`config.mk`:
```
export PLATFORM = sky130hd
export DESIGN_NAME = name_character_sanitizer
export DESIGN_NICKNAME = d
export VERILOG_FILES = /design/src/hdl/nmsan_pkg.sv /design/src/hdl/name_character_sanitizer.sv
export SDC_FILE = /design/constraint.sdc
export NUM_CORES = 1
export LEC_CHECK = 0
export ABC_AREA = 1
export BUFFER_PORTS_ARGS = -buffer_cell sky130_fd_sc_hd__buf_2
export CAP_MARGIN = 20
export CORE_ASPECT_RATIO = 1.5
export CORE_MARGIN = 2
export CORE_UTILIZATION = 45
export CTS_BUF_LIST = sky130_fd_sc_hd__clkbuf_16
export DETAILED_ROUTE_END_ITERATION = 12
export GPL_TIMING_DRIVEN = 0
export PLACE_DENSITY = 0.71
export SYNTH_ARGS = -nofsm -noshare
export SYNTH_HDL_FRONTEND = slang
export SYNTH_SLANG_ARGS = --single-unit
```
`constraint.sdc`:
```
create_clock -name clk -period 3.95 [get_ports clk]
set_input_delay 0.5925 -clock clk [delete_from_list [all_inputs] [get_ports clk]]
set_output_delay 0.5925 -clock clk [all_outputs]
set_load 0.02 [all_outputs]
```
`src/hdl/nmsan_pkg.sv`:
```
// ----------------------------------------------------------------------------
// nmsan_pkg
// Types, character codes and helpers for the name character sanitizer.
// ----------------------------------------------------------------------------
package nmsan_pkg;

  localparam logic [7:0] MAX_NAME_LEN = 8'd32;

  localparam logic [7:0] CH_NUL    = 8'h00;
  localparam logic [7:0] CH_SPACE  = 8'h20;
  localparam logic [7:0] CH_HYPHEN = 8'h2D;
  localparam logic [7:0] CH_UNDER  = 8'h5F;
  localparam logic [7:0] CH_P      = 8'h70;
  localparam logic [7:0] CH_A      = 8'h61;
  localparam logic [7:0] CH_T      = 8'h74;
  localparam logic [7:0] CH_C      = 8'h63;
  localparam logic [7:0] CH_H      = 8'h68;

  // Fallback name is emitted only when the buffer holds more than this.
  localparam logic [7:0] PATCH_MIN_CAP = 8'd5;

  localparam logic [7:0] CAP_RESET = 8'd33;

  // What one accepted character turns into on the output side.
  typedef enum logic [1:0] {
    BK_CHAR,        // one kept character
    BK_SPACE_CHAR,  // a collapsed space, then the kept character
    BK_TERM,        // terminator only
    BK_PATCH_TERM   // fallback name, then terminator
  } burst_kind_t;

  localparam logic [2:0] POS_SPACE_CHAR_LAST = 3'd1;
  localparam logic [2:0] POS_PATCH_TERM_LAST = 3'd5;

  function automatic logic keep_byte(input logic [7:0] c);
    keep_byte = (c >= 8'h61 && c <= 8'h7A) || (c >= 8'h41 && c <= 8'h5A) ||
                (c >= 8'h30 && c <= 8'h39) || c == CH_HYPHEN || c == CH_UNDER;
  endfunction

  function automatic logic [7:0] patch_char(input logic [2:0] pos);
    unique case (pos)
      3'd0:    patch_char = CH_P;
      3'd1:    patch_char = CH_A;
      3'd2:    patch_char = CH_T;
      3'd3:    patch_char = CH_C;
      3'd4:    patch_char = CH_H;
      default: patch_char = CH_NUL;
    endcase
  endfunction

endpackage

```
`src/hdl/name_character_sanitizer.sv`:
```
// ----------------------------------------------------------------------------
// name_character_sanitizer
// Cleans a zero-terminated name streamed one byte per transaction.
// ----------------------------------------------------------------------------
//
//  channel   | dir | payload                        | accepted when
//  ----------+-----+--------------------------------+-------------------------
//  in_*      | in  | tdata[7:0] = in_char           | in_tvalid && in_tready
//  out_*     | out | tdata[7:0] = out_char,         | out_tvalid && out_tready
//            |     | tlast = run_last, tuser = end  |
//  cfg_*     | in  | cfg_data[7:0] = out_capacity   | cfg_valid && cfg_ready
//
//  At most one input transaction per cycle; in_tready is low while a byte
//  with a result waits for the burst register. A collapsed space goes out
//  before its character; the terminator alone, or after the fallback name.
//  The burst register sets the rate: one result per cycle with out_tready high.
//  rst clears the name state, both stage valids and sets out_capacity to 33.
//  A stalled output holds the burst register; the input register still
//  takes one more byte, and bytes with no result retire without waiting.
// ----------------------------------------------------------------------------
module name_character_sanitizer (
  input  logic       clk,
  input  logic       rst,
  // input stream
  input  logic       in_tvalid,
  output logic       in_tready,
  input  logic [7:0] in_tdata,   // [7:0] in_char
  // result stream
  output logic       out_tvalid,
  input  logic       out_tready,
  output logic [7:0] out_tdata,  // [7:0] out_char
  output logic       out_tlast,  // run_last
  output logic       out_tuser,  // [0] name_end
  // configuration write
  input  logic       cfg_valid,
  output logic       cfg_ready,
  input  logic [7:0] cfg_data    // [7:0] out_capacity
);
  import nmsan_pkg::*;

  // configuration
  logic [7:0] out_capacity;

  // input register
  logic       in_full;
  logic [7:0] in_char;

  // name state
  logic [7:0] emitted_count, emitted_count_next;
  logic       space_pending, space_pending_next;
  logic       output_stopped, output_stopped_next;

  // burst register
  logic        bst_valid;
  burst_kind_t bst_kind;
  logic [7:0]  bst_char;
  logic [2:0]  bst_pos;

  // decode
  logic        dec_emit;
  burst_kind_t dec_kind;
  logic [7:0]  lim;
  logic        bst_last;
  logic        bst_done;
  logic        consume;

  assign cfg_ready = 1'b1;

  always_ff @(posedge clk) begin
    if (rst) begin
      out_capacity <= CAP_RESET;
    end else if (cfg_valid) begin
      out_capacity <= cfg_data;
    end
  end

  // Limit is min(capacity - 1, MAX_NAME_LEN); zero capacity means zero.
  always_comb begin
    lim = (out_capacity == 8'd0) ? 8'd0 : out_capacity - 8'd1;
    if (lim > MAX_NAME_LEN) begin
      lim = MAX_NAME_LEN;
    end
  end

  // Work out the result burst and the state update for the held byte.
  always_comb begin
    dec_emit            = 1'b0;
    dec_kind            = BK_CHAR;
    emitted_count_next  = emitted_count;
    space_pending_next  = space_pending;
    output_stopped_next = output_stopped;
    priority if (in_char == CH_NUL) begin
      dec_emit = 1'b1;
      dec_kind = (emitted_count == 8'd0 && out_capacity > PATCH_MIN_CAP) ?
                 BK_PATCH_TERM : BK_TERM;
      emitted_count_next  = 8'd0;
      space_pending_next  = 1'b0;
      output_stopped_next = 1'b0;
    end else if (output_stopped) begin
      // drop everything until the terminator
    end else if (in_char == CH_SPACE) begin
      // leading spaces never become pending
      if (emitted_count != 8'd0) begin
        space_pending_next = 1'b1;
      end
    end else if (!keep_byte(in_char)) begin
      // drop disallowed bytes
    end else if (space_pending) begin
      // the space needs room for itself and the character after it
      if ({1'b0, emitted_count} + 9'd2 > {1'b0, lim}) begin
        output_stopped_next = 1'b1;
      end else begin
        dec_emit           = 1'b1;
        dec_kind           = BK_SPACE_CHAR;
        emitted_count_next = emitted_count + 8'd2;
        space_pending_next = 1'b0;
      end
    end else if ({1'b0, emitted_count} + 9'd1 > {1'b0, lim}) begin
      output_stopped_next = 1'b1;
    end else begin
      dec_emit           = 1'b1;
      dec_kind           = BK_CHAR;
      emitted_count_next = emitted_count + 8'd1;
    end
  end

  always_comb begin
    unique case (bst_kind)
      BK_SPACE_CHAR: bst_last = (bst_pos == POS_SPACE_CHAR_LAST);
      BK_PATCH_TERM: bst_last = (bst_pos == POS_PATCH_TERM_LAST);
      default:       bst_last = 1'b1;
    endcase
  end

  assign bst_done = bst_valid && out_tready && bst_last;
  // A byte with no result retires at once; otherwise wait for a free burst.
  assign consume   = in_full && (!dec_emit || !bst_valid || bst_done);
  assign in_tready = !in_full || consume;

  always_ff @(posedge clk) begin
    if (rst) begin
      in_full <= 1'b0;
    end else if (in_tready) begin
      in_full <= in_tvalid;
    end
  end

  always_ff @(posedge clk) begin
    if (in_tready && in_tvalid) begin
      in_char <= in_tdata;
    end
  end

  always_ff @(posedge clk) begin
    if (rst) begin
      emitted_count  <= 8'd0;
      space_pending  <= 1'b0;
      output_stopped <= 1'b0;
    end else if (consume) begin
      emitted_count  <= emitted_count_next;
      space_pending  <= space_pending_next;
      output_stopped <= output_stopped_next;
    end
  end

  // Load a new burst, or advance through the current one.
  always_ff @(posedge clk) begin
    if (rst) begin
      bst_valid <= 1'b0;
    end else if (consume && dec_emit) begin
      bst_valid <= 1'b1;
    end else if (bst_done) begin
      bst_valid <= 1'b0;
    end
  end

  always_ff @(posedge clk) begin
    if (consume && dec_emit) begin
      bst_kind <= dec_kind;
      bst_char <= in_char;
      bst_pos  <= 3'd0;
    end else if (bst_valid && out_tready && !bst_last) begin
      bst_pos <= bst_pos + 3'd1;
    end
  end

  assign out_tvalid = bst_valid;
  assign out_tlast  = bst_last;

  always_comb begin
    unique case (bst_kind)
      BK_CHAR: begin
        out_tdata = bst_char;
        out_tuser = 1'b0;
      end
      BK_SPACE_CHAR: begin
        out_tdata = (bst_pos == 3'd0) ? CH_SPACE : bst_char;
        out_tuser = 1'b0;
      end
      BK_TERM: begin
        out_tdata = CH_NUL;
        out_tuser = 1'b1;
      end
      BK_PATCH_TERM: begin
        out_tdata = patch_char(bst_pos);
        out_tuser = (bst_pos == POS_PATCH_TERM_LAST);
      end
      default: begin
        out_tdata = CH_NUL;
        out_tuser = 1'b0;
      end
    endcase
  end

endmodule

```
Word-level counts from Yosys, hierarchy flattened
Index checks and enable logic that the tools add are counted.
{"block": "word_totals", "reg_bits": 41, "out_inout_bits": 13}
{"block": "classes", "addsub": 6, "reduce_logical": 33, "n_eq_ne": 16, "muxes": 43, "order_cmp": 10}
{"operator": "two-way mux 8 bit", "n": 10}
{"operator": "one-hot mux 7 bit (5 select lines)", "n": 1}
{"operator": "one-hot mux 8 bit (4 select lines)", "n": 1}
{"operator": "zero test 8 bit", "n": 3}
{"operator": "two-way mux 1 bit", "n": 24}
{"operator": "greater-than comparator 9 x 8 -> 1 bit", "n": 2}
{"operator": "equality test 8 x 6 -> 1 bit (second input constant)", "n": 2}
{"operator": ">= comparator 8 x 7 -> 1 bit (second input constant)", "n": 2}
{"operator": "<= comparator 8 x 7 -> 1 bit (second input constant)", "n": 2}
{"operator": "logical AND 1 bit", "n": 10}
{"operator": "two-way mux 2 bit", "n": 5}
{"operator": "adder 8 x 1 -> 9 bit (second input constant)", "n": 1}
{"operator": "adder 8 x 2 -> 9 bit (second input constant)", "n": 1}
{"operator": "adder 8 x 1 -> 8 bit (second input constant)", "n": 1}
{"operator": "adder 8 x 2 -> 8 bit (second input constant)", "n": 1}
{"operator": "equality test 8 x 7 -> 1 bit (second input constant)", "n": 1}
{"operator": ">= comparator 8 x 6 -> 1 bit (second input constant)", "n": 1}
{"operator": "greater-than comparator 8 x 3 -> 1 bit (second input constant)", "n": 1}
{"operator": "greater-than comparator 8 x 6 -> 1 bit (second input constant)", "n": 1}
{"operator": "<= comparator 8 x 6 -> 1 bit (second input constant)", "n": 1}
{"operator": "nonzero test 8 bit", "n": 1}
{"operator": "subtractor 8 x 1 -> 8 bit (second input constant)", "n": 1}
{"operator": "logical OR 1 bit", "n": 7}
{"operator": "equality test 3 x 2 -> 1 bit (second input constant)", "n": 2}
{"operator": "other kinds (19)", "n": 26}

Depth between registers and ports, before layout
Gate-level depths: netlist of the first run.
{"block": "logic_depth", "ltp_word": 17, "depth_mapped": 26, "ltp_nobuf": 25}

Worst setup path before layout of the first run
OpenSTA, ideal clock, no wires.
{"block": "synth_timing", "path_type": "flip-flop to flip-flop", "from": "reg out_capacity[4]", "to": "reg in_char[0], enable pin", "arrival_time_ns": 2.939, "setup_ns": 0.378, "n_path_buf": 1, "setup_slack_ns": 0.633, "path_stages_with_launch": 22, "synth_period_minus_slack_ns": 3.317, "required_time_ns": 3.572, "path_cell_list": "dfxtp_1 > nor2_1 > nand2_1 > nor2_1 > nand3_1 > inv_1 > nor2_1 > nor2_1 > nand4_1 > o21ai_0 > nand2_1 > ha_1 > nand2_1 > inv_1 > nand2_1 > nand3_1 > nand2_1 > nand2_4 > nand3_2 > and3_1 > buf_6 > a31oi_1"}
{"block": "synth_via", "elab_chain_cells": 17, "word_cells_on_any_way": 20, "classes_between": "add/sub (1); order compare (3); mux (9); reduce/logical (7)"}
{"item": "start: declaration", "line": "name_character_sanitizer.sv:42", "source": "logic [7:0] out_capacity;"}
{"item": "start signal: assignment", "line": "name_character_sanitizer.sv:73", "source": "out_capacity <= cfg_data;"}
{"item": "subtractor 8 x 1 -> 8 bit or zero test 8 bit (tied branches)", "line": "name_character_sanitizer.sv:79", "source": "lim = (out_capacity == 8'd0) ? 8'd0 : out_capacity - 8'd1;"}
{"item": "two-way mux 8 bit *", "line": "name_character_sanitizer.sv:79"}
{"item": "greater-than comparator 8 x 6 -> 1 bit", "line": "name_character_sanitizer.sv:80", "source": "if (lim > MAX_NAME_LEN) begin"}
{"item": "two-way mux 8 bit *", "line": "name_character_sanitizer.sv:80"}
{"item": "greater-than comparator 9 x 8 -> 1 bit, on equally long branches", "line": "name_character_sanitizer.sv:118, name_character_sanitizer.sv:110"}
{"item": "two-way mux 1 bit, on equally long branches", "line": "name_character_sanitizer.sv:118, name_character_sanitizer.sv:110"}
{"item": "two-way mux 1 bit *", "line": "name_character_sanitizer.sv:108", "source": "end else if (space_pending) begin"}
{"item": "two-way mux 1 bit *", "line": "name_character_sanitizer.sv:106", "source": "end else if (!keep_byte(in_char)) begin"}
{"item": "two-way mux 1 bit *", "line": "name_character_sanitizer.sv:101", "source": "end else if (in_char == CH_SPACE) begin"}
{"item": "two-way mux 1 bit *", "line": "name_character_sanitizer.sv:99", "source": "end else if (output_stopped) begin"}
{"item": "two-way mux 1 bit *", "line": "name_character_sanitizer.sv:92", "source": "priority if (in_char == CH_NUL) begin"}
{"item": "zero test 1 bit *", "line": "name_character_sanitizer.sv:137", "source": "assign consume = in_full && (!dec_emit || !bst_valid || bst_done);"}
{"item": "logical OR 1 bit * (2 in series)", "line": "name_character_sanitizer.sv:137"}
{"item": "logical AND 1 bit *", "line": "name_character_sanitizer.sv:137"}
{"item": "logical OR 1 bit *", "line": "name_character_sanitizer.sv:138", "source": "assign in_tready = !in_full || consume;"}
{"item": "logical AND 1 bit *", "line": "name_character_sanitizer.sv:149", "source": "if (in_tready && in_tvalid) begin"}
{"item": "end signal: assignment", "line": "name_character_sanitizer.sv:150", "source": "in_char <= in_tdata;"}
{"item": "end: declaration", "line": "name_character_sanitizer.sv:46", "source": "logic [7:0] in_char;"}
Every way passes the cells marked *; elsewhere a longest branch is shown, timed or not.
A chain may end at the register's enable or synchronous reset.

Worst setup path in the final report of the first run
{"block": "layout_timing", "from": "reg out_capacity[5]", "to": "out in_tready"}
{"block": "layout_via", "elab_chain_cells": 16, "word_cells_on_any_way": 19, "classes_between": "add/sub (1); order compare (3); mux (9); reduce/logical (6)"}
{"item": "subtractor 8 x 1 -> 8 bit or zero test 8 bit (tied branches)", "line": "name_character_sanitizer.sv:79"}
{"item": "two-way mux 8 bit *", "line": "name_character_sanitizer.sv:79"}
{"item": "greater-than comparator 8 x 6 -> 1 bit", "line": "name_character_sanitizer.sv:80"}
{"item": "two-way mux 8 bit *", "line": "name_character_sanitizer.sv:80"}
{"item": "greater-than comparator 9 x 8 -> 1 bit, on equally long branches", "line": "name_character_sanitizer.sv:118, name_character_sanitizer.sv:110"}
{"item": "two-way mux 1 bit, on equally long branches", "line": "name_character_sanitizer.sv:118, name_character_sanitizer.sv:110"}
{"item": "two-way mux 1 bit *", "line": "name_character_sanitizer.sv:108"}
{"item": "two-way mux 1 bit *", "line": "name_character_sanitizer.sv:106"}
{"item": "two-way mux 1 bit *", "line": "name_character_sanitizer.sv:101"}
{"item": "two-way mux 1 bit *", "line": "name_character_sanitizer.sv:99"}
{"item": "two-way mux 1 bit *", "line": "name_character_sanitizer.sv:92"}
{"item": "zero test 1 bit *", "line": "name_character_sanitizer.sv:137"}
{"item": "logical OR 1 bit * (2 in series)", "line": "name_character_sanitizer.sv:137"}
{"item": "logical AND 1 bit *", "line": "name_character_sanitizer.sv:137"}
{"item": "logical OR 1 bit *", "line": "name_character_sanitizer.sv:138"}
{"item": "end: declaration", "line": "name_character_sanitizer.sv:26", "source": "output logic in_tready,"}
Marked as above.

==> flow_summary.json, run 1 <==
{
  "swShare_pct": 34.31,
  "avgRoutedWirePerCell_um": 11.99,
  "status": "finished clean",
  "power.switching_uw": 451.2,
  "arrival_ns": 3.22,
  "crit_path_start_kind": "register",
  "syn-instance-count": 421,
  "drc_errors": 0,
  "die-area_sq_mm": 0.007514,
  "ant_nets": 0,
  "endpoint_kind": "primary output",
  "fp.dieH_um": 105.2,
  "grt_pass1_vias": 2678,
  "p_int_uw": 863.8,
  "setup.worst_path.class": "reg -> out",
  "viasPerCell": 5.081,
  "fin_crit_ns": 3.808,
  "seq_power_share_pct": 38.6,
  "areaGrowthSynthToFinish_pct": 19.56,
  "p_clk_share_pct": 30.8,
  "worstPathRequired_ns": 3.36,
  "cellPowerDensity_mw_per_mm2": 358.2,
  "period_share_pct": 96.40,
  "antenna_found_initial": 0,
  "clock_path_buffers": 2,
  "yosys_warnings": 0,
  "finalNonFillerCells": 546,
  "coreArea_sq_mm": 0.006531,
  "clock_latency_ns": 0.28,
  "worst_slack_ns": 0.1422,
  "async_flop_share_pct": 0,
  "finalSetupTns_ns": 0,
  "comb_power_share_pct": 30.6,
  "gp_congestion": 0.8890,
  "clock_sink_count": 41,
  "ys.flop_type": "dfxtp_1",
  "p_leak_nw": 1.839,
  "netlist_area_sq_mm": 0.003070,
  "maxCapViolCount": 0,
  "finalPower_mw": 1.315,
  "synth_edf_count": 18,
  "grt_usage_pct": 18.32,
  "synth_top_area_cell": "edfxtp_1",
  "diodes": 0,
  "cts_inserted_buffers": 5,
  "wirelength_um": 6548,
  "nets": 517,
  "setup_violations": 0,
  "grt_max_degree": 15,
  "reg2reg_slack_ns": 0.24,
  "slew_headroom_pct": 46.13,
  "worst_pin_slew_ns": 0.8043,
  "finalHoldViolations": 0,
  "max_freq_mhz": 262.6,
  "cts_root_buf": "clkbuf_16",
  "dr.pass1.iters": 4,
  "cts_tree": "done",
  "io_pins": 34,
  "overflow": 0,
  "htree_levels": 2,
  "synth_top_area_share_pct": 17.60,
  "dp_cells": 533,
  "io_buffers": 32,
  "path_max_fanout": 8,
  "slew_viol_final": 0,
  "dp_slack_ns": 0.02263,
  "ys_seq_area_share_pct": 32.60,
  "clkTransAtPathRegs_ns": 0.06,
  "peakVddDrop_mv": 0.2516,
  "die_w_um": 71.45,
  "hp-class": "in -> reg",
  "start_util_pct": 47.01,
  "synth_cell_types": 40,
  "dpl.hpwl_um": 5062,
  "clock_skew_ns": 0.004511,
  "syn_area_per_cell_sq_um": 7.293,
  "ys_ff_latch": 41,
  "rows": 36,
  "ys_top_cells_by_area": "edfxtp_1 18%, dfxtp_1 15%, ha_1 11%, nand2_1 11%, inv_1 7.8%",
  "drive_above_1_share_pct": 25.74,
  "drt_iter0_markers": 173,
  "grt_first_pass_wirelength_um": 11250,
  "vias": 2774
}
kinds of logic after synthesis:
kind of cell	after synthesis	synth area share [%]
and+or+nand+nor	214	33.09
buffers and inverters	79	10.84
AOI/OAI and AO/OA	48	9.128
DFF	41	32.60
adders and majority gates	27	11.00
xor gates and xnor gates	10	2.853
other	1	0.1221
muxes	1	0.3667
power groups by stage:
stage / clock (mW) / sequential, mW / combinational, mW
after floorplan: 0 / 0.507 / 0.277
after global placement: 0 / 0.512 / 0.355
after detailed placement: 0 / 0.514 / 0.364
after CTS: 0.414 / 0.505 / 0.368
after global routing: 0.426 / 0.512 / 0.461
final: 0.405 / 0.507 / 0.403
metal layers:
layer,GRT usage [%],wire [um],vias to the layer above
met5,0,0,-
met2,32.94,3598,51
met4,8.086,119,0
met3,2.314,199,11
li1,-,-,1445
met1,21.07,2631,1267
per-stage QoR:
step	instance area [sq um]	hold slack (ns)	utilization, %
final	3671	0.4817	56.21
after global routing	3671	0.4748	56.21
after CTS	3492	0.4785	53.47
after detailed placement	3341	0.4843	51.15
after global placement	3341	0.4807	51.15
after floorplan	3085	0.4687	-
final timing paths:
path | cells after the start | from | end
setup / recovery | 22 | out_capacity[5] | in_tready
hold / removal | 1 | in_tdata[6] | in_char[6]
setup reg to reg | 21 | out_capacity[5] | in_char[6]
hold reg to reg | 0 | in_char[7] | bst_char[7]
critical path, stage by stage, from the launching register on:
cell and delay (ns):
dfxtp_4 0.36, nor2_4 0.12, nand2_2 0.07, nor2_4 0.15
nand3_4 0.13, nand3_2 0.11, inv_2 0.04, nor2_1 0.11
nand4_1 0.12, o21ai_2 0.24, nand2_2 0.14, ha_4 0.30
nand2_4 0.06, nor2_2 0.11, nand2_1 0.07, nand3_1 0.07
nand2_1 0.06, nand2_2 0.09, nand3_2 0.09, and3_4 0.20
buf_6 0.13, nand3_4 0.06, buf_6 0.11
state kept, by name (all words and copies together), names as in the netlist:
name and cells:
bst_char 8, bst_kind 2, bst_pos 3, emitted_count 8, in_char 8, in_full 1, out_capacity 8, out_tvalid 1
output_stopped 1, space_pending 1
final cells by class:
type / instances / area, sq um
clock inverters: 3 / 21.27
inverters: 74 / 277.8
repair buffers: 37 / 203.9
clock buffers: 5 / 125.1
flip-flops and latches: 41 / 1010
plain buffers: 5 / 55.05
well taps: 76 / 95.09
fillers: 564 / 2860
multi-input cells: 305 / 1883
timing repair:
| action | CTS | global route |
|---|---|---|
| setup buffers | 0 | 5 |
| hold buffers | 0 | 0 |
| resized for setup | 2 | 40 |
| pin swaps | 0 | 17 |
| endpoints found under the setup margin | 9 | 19 |
cell usage in the layout (no fill, tap or decap), types with 2 or more instances in the layout:
cell / instances
buf_2: 32
nand3_2: 6
ha_4: 2
a22oi_1: 7
nand3_4: 3
nand2_4: 3
conb_1: 5
nand4_1: 6
and3_1: 3
nor2_2: 9
buf_4: 6
o21ai_0: 18
ha_1: 24
a21oi_1: 14
inv_1: 60
nand3_1: 31
nand3b_1: 2
buf_6: 3
xnor2_1: 2
inv_2: 13
or2_2: 2
nor2_4: 5
o31ai_1: 3
nor2_1: 41
nand2_2: 15
edfxtp_1: 18
nand2_1: 82
dfxtp_2: 4
xor2_1: 8
clkbuf_16: 5
dfxtp_1: 18
synthesized netlist by cell type, types with 3 or more instances:
library cell and count:
and3_1 4, inv_1 64, nand2_2 8, nand3_2 5, a21oi_1 14, nor2_2 6
xor2_1 8, nand3_1 35, o31ai_1 3, nand2_1 90, nor2_4 3, ha_1 27
o21ai_0 19, a22oi_1 7, nor2_1 46, inv_2 9, dfxtp_1 23, edfxtp_1 18
nand4_1 6
(Power assumes the default switching activity.)
==> run 2, diff against run 1 <==
--- a/config.mk
+++ b/config.mk
@@ -15,6 +15,7 @@
 export DETAILED_ROUTE_END_ITERATION = 12
 export GPL_TIMING_DRIVEN = 0
 export PLACE_DENSITY = 0.71
+export SETUP_SLACK_MARGIN = 0.4
 export SYNTH_ARGS = -nofsm -noshare
 export SYNTH_HDL_FRONTEND = slang
 export SYNTH_SLANG_ARGS = --single-unit
==> flow_summary.json, run 2 (synthesis results as in run 1) <==
{
  "viasPerCell": 5.209,
  "slowest_stage": "dfxtp_4",
  "vias": 2917,
  "worstPathRequired_ns": 3.36,
  "clkTransAtPathRegs_ns": 0.06,
  "fill_cells": 526,
  "path_buf_inv": 3,
  "crit_path_start_kind": "register",
  "endpoint_kind": "primary output",
  "cpPeakStageDelay_ns": 0.36,
  "cts_inserted_buffers": 5,
  "io_pins": 34,
  "cellPowerDensity_mw_per_mm2": 348.5,
  "io_buffers": 32,
  "grt_max_degree": 15,
  "critPathTopFamily": "simple AND/OR/NAND/NOR gates",
  "maxCapViolCount": 0,
  "rows": 36,
  "slew_headroom_pct": 45.98,
  "status": "finished clean",
  "slew_viol_final": 0,
  "path_cells": "nor2_4, nand2_2, nor2_4, nand3_4, inv_4, nor2_4, nor2_1, nand4_1, o21ai_4, nand2_4, ha_4, nand2_2, nor2_1, nand4_1, nand3_4, and3_4, buf_6, nand3_4, buf_6",
  "dpl.hpwl_um": 5062,
  "period_share_pct": 94.37,
  "drc_errors": 0,
  "p_leak_nw": 1.927,
  "clock_path_buffers": 2,
  "peakVddDrop_mv": 0.2544,
  "final_cell_mix": "78 x nand2_1, 56 x inv_1, 40 x nor2_1",
  "gp_congestion": 0.8890,
  "avgRoutedWirePerCell_um": 12.89,
  "diodes": 0,
  "clock_latency_ns": 0.29,
  "finalSetupTns_ns": 0,
  "cts_tree": "done",
  "areaGrowthSynthToFinish_pct": 27.75,
  "max_freq_mhz": 268.3,
  "setup.worst_path.class": "reg -> out",
  "wl_met2_um": 3892,
  "fin_crit_ns": 3.728,
  "die-area_sq_mm": 0.007514,
  "dr.pass1.iters": 4,
  "finalPower_mw": 1.367,
  "clock_sink_count": 41,
  "overflow": 0,
  "grt_first_pass_wirelength_um": 12000,
  "setup_violations": 0,
  "wl_met3_um": 295,
  "worst_pin_slew_ns": 0.8065,
  "hp-class": "in -> reg",
  "routed.top_layer": "met4",
  "antenna_found_initial": 0,
  "arrival_ns": 3.14,
  "drt_iter0_markers": 187,
  "coreArea_sq_mm": 0.006531,
  "layout_commonest_cell": "nand2_1",
  "wirelength_um": 7221,
  "nets": 531,
  "die_w_um": 71.45,
  "grt_pass1_vias": 2837,
  "grt_usage_pct": 19.64,
  "ant_nets": 0,
  "cts_root_buf": "clkbuf_16",
  "htree_levels": 2,
  "clock_skew_ns": 0.007307,
  "path_max_fanout": 5,
  "rsz0062_at_grt": "yes",
  "finalHoldViolations": 0,
  "start_util_pct": 47.01,
  "fp.dieH_um": 105.2,
  "drive_above_1_share_pct": 31.82,
  "wl_met1_um": 2756
}
[run 2: changes by cell type in the layout (fill, tap and decap cells not counted), sizes merged]
cell      change
buf          +13
inv           -1
clkinvlp      +2
[run 2: cell type report]
type                       instances  area [sq um]  area share [%]
clock buffer                       5         125.1           3.190
timing repair buffer              50         301.5           7.687
multi-input combinational        305          2016           51.39
sequential                        41          1017           25.93
timing repair inverter             1         7.507          0.1914
buffer                             5         55.05           1.404
tap                               76         95.09           2.424
clock inverter                     3         21.27          0.5423
inverter                          74         284.0           7.241
[run 2: per-stage QoR]
step                      worst slack, ns  instance area (sq um)  instances  util, %  hold slack, ns
final                              0.2225                   3923        560    60.06          0.4817
after global routing              0.07105                   3923        560    60.06          0.4748
after CTS                          0.3495                   3707        549    56.76          0.4785
after detailed placement          0.02263                   3341        533    51.15          0.4843
after global placement             0.1183                   3341        533    51.15          0.4807
after floorplan                    0.6328                   3085        425        -          0.4687
[run 2: path summary, 6_finish.rpt]
kind,start,to,slack (ns),depth (start not counted)
worst min register to register,in_char[7],bst_char[7],0.50,0
worst max register to register,out_capacity[4],in_char[6],0.34,21
worst min-delay path,in_tdata[6],in_char[6],0.48,1
worst max-delay path,out_capacity[4],in_tready,0.22,19
[run 2: what timing repair did]
item                                    4_1_cts  5_1_grt
buffers inserted                              8       10
endpoints found under the setup margin       19       25
pin swaps                                    23       19
hold endpoints to repair                      0        0
hold buffers                                  0        0
cloned                                        0        1
resized for setup                            45       29
[run 2: layer usage]
metal  track usage [%]  vias to the layer above
met5                 0                        -
met2             35.45                       86
met4             9.973                        0
met3             2.797                       30
li1                  -                     1474
met1             21.68                     1327
[run 2: report_power, final]
group / switching [mW] / internal, mW
Sequential: 0.0324 / 0.475
Combinational: 0.277 / 0.178
Clock: 0.171 / 0.235
